$ cat src/hdl/lru2d_pkg.sv
package lru2d_pkg;

  typedef enum logic {
    OP_PROBE  = 1'b0,
    OP_ACCESS = 1'b1
  } opcode_t;

  // Recency update applied to the rank cells for one beat.
  typedef struct packed {
    logic touch;   // present key moves to most recent
    logic insert;  // new key enters as most recent, the rest age
  } upd_t;

  localparam int SLOT_W = 6;
  localparam int OCC_W  = 7;
  localparam int FIELD_W = 16;

endpackage

$ cat src/hdl/lru2d_rank_array.sv
module lru2d_rank_array #(
  parameter int CAPACITY = 64
) (
  input  logic                clk,
  input  logic [CAPACITY-1:0] entry_valid,
  input  logic [CAPACITY-1:0] match,
  input  logic [CAPACITY-1:0] wr_sel,
  input  lru2d_pkg::upd_t     upd,
  output logic [CAPACITY-1:0] lru_sel
);

  localparam int RANK_W = (CAPACITY > 1) ? $clog2(CAPACITY) : 1;
  localparam logic [RANK_W-1:0] RANK_OLDEST = RANK_W'(CAPACITY - 1);

  logic [RANK_W-1:0] rank [CAPACITY];
  logic [RANK_W-1:0] hit_rank;

  always_comb begin
    hit_rank = '0;
    for (int i = 0; i < CAPACITY; i++) begin
      if (match[i]) begin
        hit_rank = hit_rank | rank[i];
      end
    end
  end

  always_comb begin
    for (int i = 0; i < CAPACITY; i++) begin
      lru_sel[i] = entry_valid[i] && (rank[i] == RANK_OLDEST);
    end
  end

  always_ff @(posedge clk) begin
    for (int i = 0; i < CAPACITY; i++) begin
      if (upd.touch) begin
        if (match[i]) begin
          rank[i] <= '0;
        end else if (entry_valid[i] && (rank[i] < hit_rank)) begin
          rank[i] <= rank[i] + 1'b1;
        end
      end else if (upd.insert) begin
        // full store: the oldest cell is the one rewritten, so no rank overflows
        if (wr_sel[i]) begin
          rank[i] <= '0;
        end else if (entry_valid[i]) begin
          rank[i] <= rank[i] + 1'b1;
        end
      end
    end
  end

endmodule

$ cat config.mk
export PLATFORM = sky130hd
export DESIGN_NAME = lru2d_rank_array
export DESIGN_NICKNAME = d
export VERILOG_FILES = /design/src/hdl/lru2d_pkg.sv /design/src/hdl/lru2d_rank_array.sv
export SDC_FILE = /design/constraint.sdc
export NUM_CORES = 1
export LEC_CHECK = 0
export BUFFER_PORTS_ARGS = -buffer_cell sky130_fd_sc_hd__buf_4
export CAP_MARGIN = 20
export CELL_PAD_IN_SITES_DETAIL_PLACEMENT = 1
export CELL_PAD_IN_SITES_GLOBAL_PLACEMENT = 2
export CORE_MARGIN = 5
export CORE_UTILIZATION = 36
export DETAILED_ROUTE_END_ITERATION = 8
export MAX_ROUTING_LAYER = met4
export PLACE_DENSITY_LB_ADDON = 0.1
export SYNTH_ARGS = -nofsm -noshare
export SYNTH_HDL_FRONTEND = slang
export SYNTH_SLANG_ARGS = --single-unit
$ cat constraint.sdc
create_clock -name clk -period 11.09 [get_ports clk]
set_input_delay 2.218 -clock clk [delete_from_list [all_inputs] [get_ports clk]]
set_output_delay 2.218 -clock clk [all_outputs]
set_load 0.01 [all_outputs]
Yosys cells after proc, flatten, opt, wreduce, memory -nomap -nowiden
Memory sizes are Yosys's and may differ from the RTL's.
Cells that the tools add are included.

word-level totals
  bits in read-only memories = 0
  output and inout bits = 64
  register bits after elaboration = 0
  input port bits = 195
  memories kept = 1
  bits in latches = 0
  logic and storage cells = 1856
  RAM bits = 384

memory list
  name  words  width  read ports  clocked after Yosys merged registers in  write ports  line                    source
  rank  64     6      64          0                                        64           lru2d_rank_array.sv:15  logic [RANK_W-1:0] rank [CAPACITY];

operators by class
  eq/ne operators = 64
  multiply operators = 0
  shift-type cells = 0
  add/subtract/negate cells = 64
  reductions and logical operators = 128
  magnitude comparators = 64
  divide/modulo/power cells = 0
  bitwise operators = 255
  muxes and demuxes = 1280

operator list
  kind                                          number
  2-to-1 mux 6 bit                              256
  2-to-1 mux 1 bit                              1024
  adder 6 x 1 -> 6 bit (second input constant)  64
  == test 6 bit (second input constant)         64
  less-than comparator 6 bit                    64
  bitwise OR 6 bit                              63
  bitwise OR 1 bit                              192
  logical AND 1 bit                             128

Logic depth before layout (Yosys ltp)
  word-level depth = 136
  depth in mapped cells = 11
  gate-level depth less buffers = 10

Worst setup path before layout
Ideal clock, no wire load.

  path kind = input port to flip-flop
  from = input port match[51]
  to = memory rank[0][0] (netlist bit) (enable)
  setup slack = 516 ps
  path buffers = 1
  required time = 10713 ps
  arrival = 10196 ps
  library setup time = 377 ps
  stages = 10
  path through = clkbuf_1 > a22o_1 > a221oi_1 > nand4_1 > nor4_1 > ha_1 > nand2_1 > nand4_1 > or4_1 > o21ai_0

RTL lines
  item                line                    source
  start: declaration  lru2d_rank_array.sv:6   input logic [CAPACITY-1:0] match,
  end: declaration    lru2d_rank_array.sv:15

==> summary by stage <==
Clocking
The clock tree root driver cell is clkbuf_16. Clock tree synthesis inserted a total of 53 buffers. For the worst-skew pair, the clock arrives at the later sink with an insertion delay of 0.64 ns. The total number of clock tree sinks is 384. CTS built an H-tree with a depth of 2.

Once the clock tree was built, the setup fixing pass inserted 0 buffers. The TritonCTS clock tree is yes. Counting along the longest clock path gives a buffer depth of 3. Clock-pin slew was measured on the worst setup and hold paths at 0.06 ns. Post-CTS repair changed the size of 0 cells. For this design, the CTS-stage hold fixing added 0 buffers.

Timing
Of the available clock period, the critical path in the final layout requires 59.0%. On the final layout, the worst hold slack is 0.812 ns. The number of endpoints with negative hold slack in the final report is 0. The worst clock skew is 0.0401 ns.

The worst pin sits at a relative slew slack of 12.7%. The final number of setup-violating endpoints is 0. Based on the critical path, the design can be clocked at up to 153 MHz. Summed over all failing endpoints, the final setup total negative slack is 0 ns.

At the pin with the least slew margin, the transition time is 1.31 ns. The count of pins over their slew limit was 0. The minimum setup slack in the final design is 4.55 ns. Setup repair after global routing left no endpoint under its margin. The post-layout minimum cycle time is 6.54 ns.

Layout
Of the cells placed in the final design, the portion with a size suffix greater than 1 is 9.91%. Counting flops per register, the top entry is rank. The register with the most flip-flops in the layout has 384 of them.

After routing the design area is 37300 sq um. In the final layout, the registers with the most flip-flops are rank: 384 flops. For this run, the share of the core covered by cells in the final layout is 41.3%.

From synthesis to final layout, the design area changed by 13.5%. In the final design database the tool counted 4205 nets.

Die
259 I/O pins were placed. The die is 312 um wide. The area of the core is 90300 sq um.

The die span in y is 312 um. The number of rows in the core area is 110. Once the floorplan was initialized, standard cells occupied 36.4% of the core.

The die outline area is 97500 sq um.

Synthesis
After synthesis, flip-flops and latches occupy 35.1% of the total area. Sorting the synthesized cells by area gives the leading types as edfxtp_1, ha_1, a211oi_1. Synthesis produced a netlist with a net count of 4018. The biggest area contributor in the post-synthesis netlist is edfxtp_1. The synthesized design contains 384 enable-type register cells. By count the netlist is led by edfxtp_1, ha_1, nor2_1. For this run, the number of Yosys warnings is 0. In this run, distinct cell masters in the synthesized netlist total 40. The proportion of synthesized flip-flops having asynchronous set or reset is 0%.

The primary flip-flop cell chosen by synthesis mapping is edfxtp_1. Synthesis produced a netlist whose cell count is 3439. Synthesis inferred 384 register bits. The share of the synthesized area in the top cell type is 35.1%. Summing every instance area after synthesis gives 32900 sq um. Dividing the synthesized area by the synthesized cell count gives 9.56 sq um.

Worst setup path
For the worst setup path, the data arrival time is 6.79 ns. The kind of cell adding the most delay to the critical path is compound AO/OA/AOI/OAI gates. The logic depth of the worst setup path including buffers is 11.

The critical path buffer and inverter count is 2. STA classifies the critical path endpoint as a flip-flop. The capture instance of the worst register-to-register path is rank[0][56]. The delay of the slowest critical-path stage is 0.84 ns. Counting cells, the worst reg-to-reg path comes to 10.

STA puts the critical path data required time at 11.34 ns. By startpoint and endpoint, the worst setup path is classified as in -> reg. The cell seen most often among critical-path stages is buf_4. Of all nets on the critical path, the largest fanout is 35. STA classifies the critical path startpoint as an input pin. The worst register-to-register path begins at rank[0][177].

The signal on the critical path passes through buf_4 -> a22o_1 -> a221oi_1 -> nand4_1 -> nor4_2 -> buf_4 -> ha_1 -> nand2_1 -> nor2_1 -> or4_1 -> o21ai_0. The worst setup slack for register-to-register paths is 5.73 ns. For this design, the slowest cell found on the critical path is a221oi_1.

Hold path
The worst hold path terminates at rank[1][176]. The cell count of the worst hold path is 2. In this run the most critical hold path is launched from rank[1][176]. The worst min-delay path class is reg -> reg.

Routing
The number of violations reported at the end of detailed-routing iteration 0 is 3486. The first TritonRoute pass finished after 6 iterations. The count of vias placed by the detailed router is 31900. The number of routed nets with antenna violations is 0.

Detailed routing placed a total of 71400 um of wire on met2. For this block, the routed nets add up to 160000 um of wire. For this run, design rule violations remaining after detail routing come to 0. The detailed router put a total of 67600 um of wire on met1.

The highest layer touched by signal routing is met4. The wire length on met3 is 12500 um. Dividing the detail-routed wire length by the instance count gives 33.1 um. Dividing the detail-routed via count by the number of cells gives 6.58.

Global routing
The number of antenna violations at the first check in global routing is 7. Entering global routing, the biggest net connects 191 pins. Across every metal layer, demand over resource in global routing totals 32.4%. The global-route wire length before repair is 229000 um.

For this run the aggregate overflow at the end of global routing stands at 0. The number of global-route vias before repair is 32100.

Flow run
The max-capacitance violation count is 0.

Outcome
The flow ran to the end, and the final reports show no timing, DRC or antenna violations.

Pwr
The peak supply drop is 0.108 mV. Power spread over the standard cell area amounts to 130 nW/um^2. The static leakage is 0.0139 uW.

Placed design
The count of buffers added on input and output ports is 258. Summed over all nets, the half-perimeter wirelength after detailed placement is 122000 um. The area after detailed placement is 35700 sq um. At the end of routability-driven placement, the weighted congestion stood at 1.05. The placement-stage worst setup slack is 3.98 ns.
[layer usage]
layer | track usage, % | vias up
met3 | 6.06 | 384
met2 | 49.9 | 1323
met1 | 41.9 | 16200
met5 | - | -
li1 | - | 13900
met4 | 14.2 | 0
[report_power, final]
| part | internal, uW | switching (uW) |
|---|---|---|
| logic | 384 | 566 |
| registers | 1820 | 438 |
| clock network | 942 | 691 |
| total | 3150 | 1690 |
[final cells by class]
cell class	instances	area [sq um]
clock buffer	70	1430
tap	1176	1470
timing repair buffer	279	2120
sequential	384	11500
antenna	4	10.0
multi-input combinational	2845	20300
inverter	63	236
clock inverter	21	153
fill	10200	53000
[through the flow]
stage | instances | total power, uW
floorplan | 3439 | 2610
global placement | 4746 | 3150
detailed placement | 4747 | 3190
CTS | 4838 | 4830
global route | 4841 | 5010
finish | 4842 | 4840
[cell usage in the layout (no fill, tap or decap), types with 47 or more instances in the layout]
cell type	Yosys	layout
ha_1	384	384
edfxtp_1	384	384
nor2_1	340	340
a211oi_1	304	304
buf_4	13	275
o21ai_0	249	249
nand2_1	226	226
nand3_1	217	217
a21oi_1	144	144
xor2_1	139	139
nor3b_1	118	118
xnor2_1	117	117
a22o_1	96	96
a221oi_1	88	88
o211ai_1	64	64
inv_1	63	63
o31ai_1	63	63
o21bai_1	63	63
nor4bb_1	63	63
or4_1	59	59
clkbuf_16	0	55
and3_1	47	47
[worst max path at each step]
stage | startpoint | to | slack [ns]
global route | match[29] | rank[0][56] | 4.48
CTS | match[39] | rank[0][56] | 4.66
global placement | match[39] | rank[0][14] | 4.05
detailed placement | match[39] | rank[0][15] | 3.98
floorplan | match[51] | rank[0][0] | 0.52
finish | match[39] | rank[0][56] | 4.55
[worst min-delay path: stages, from the launching register on]
cell and delay, ns:
edfxtp_1 0.45, xnor2_1 0.15, a211oi_1 0.04
[kinds of logic (layout without fill, tap and decap cells)]
| kind of cell | after synthesis | after routing | synth area share [%] |
|---|---|---|---|
| compound gates | 1095 | 1095 | 22.9 |
| xor+xnor | 256 | 256 | 6.82 |
| fa+ha+maj | 384 | 384 | 14.6 |
| buf+inv | 210 | 433 | 3.17 |
| flops | 384 | 384 | 35.1 |
| other cells | 0 | 4 | 0 |
| simple gates | 1110 | 1110 | 17.4 |
(Power assumes the default switching activity.)
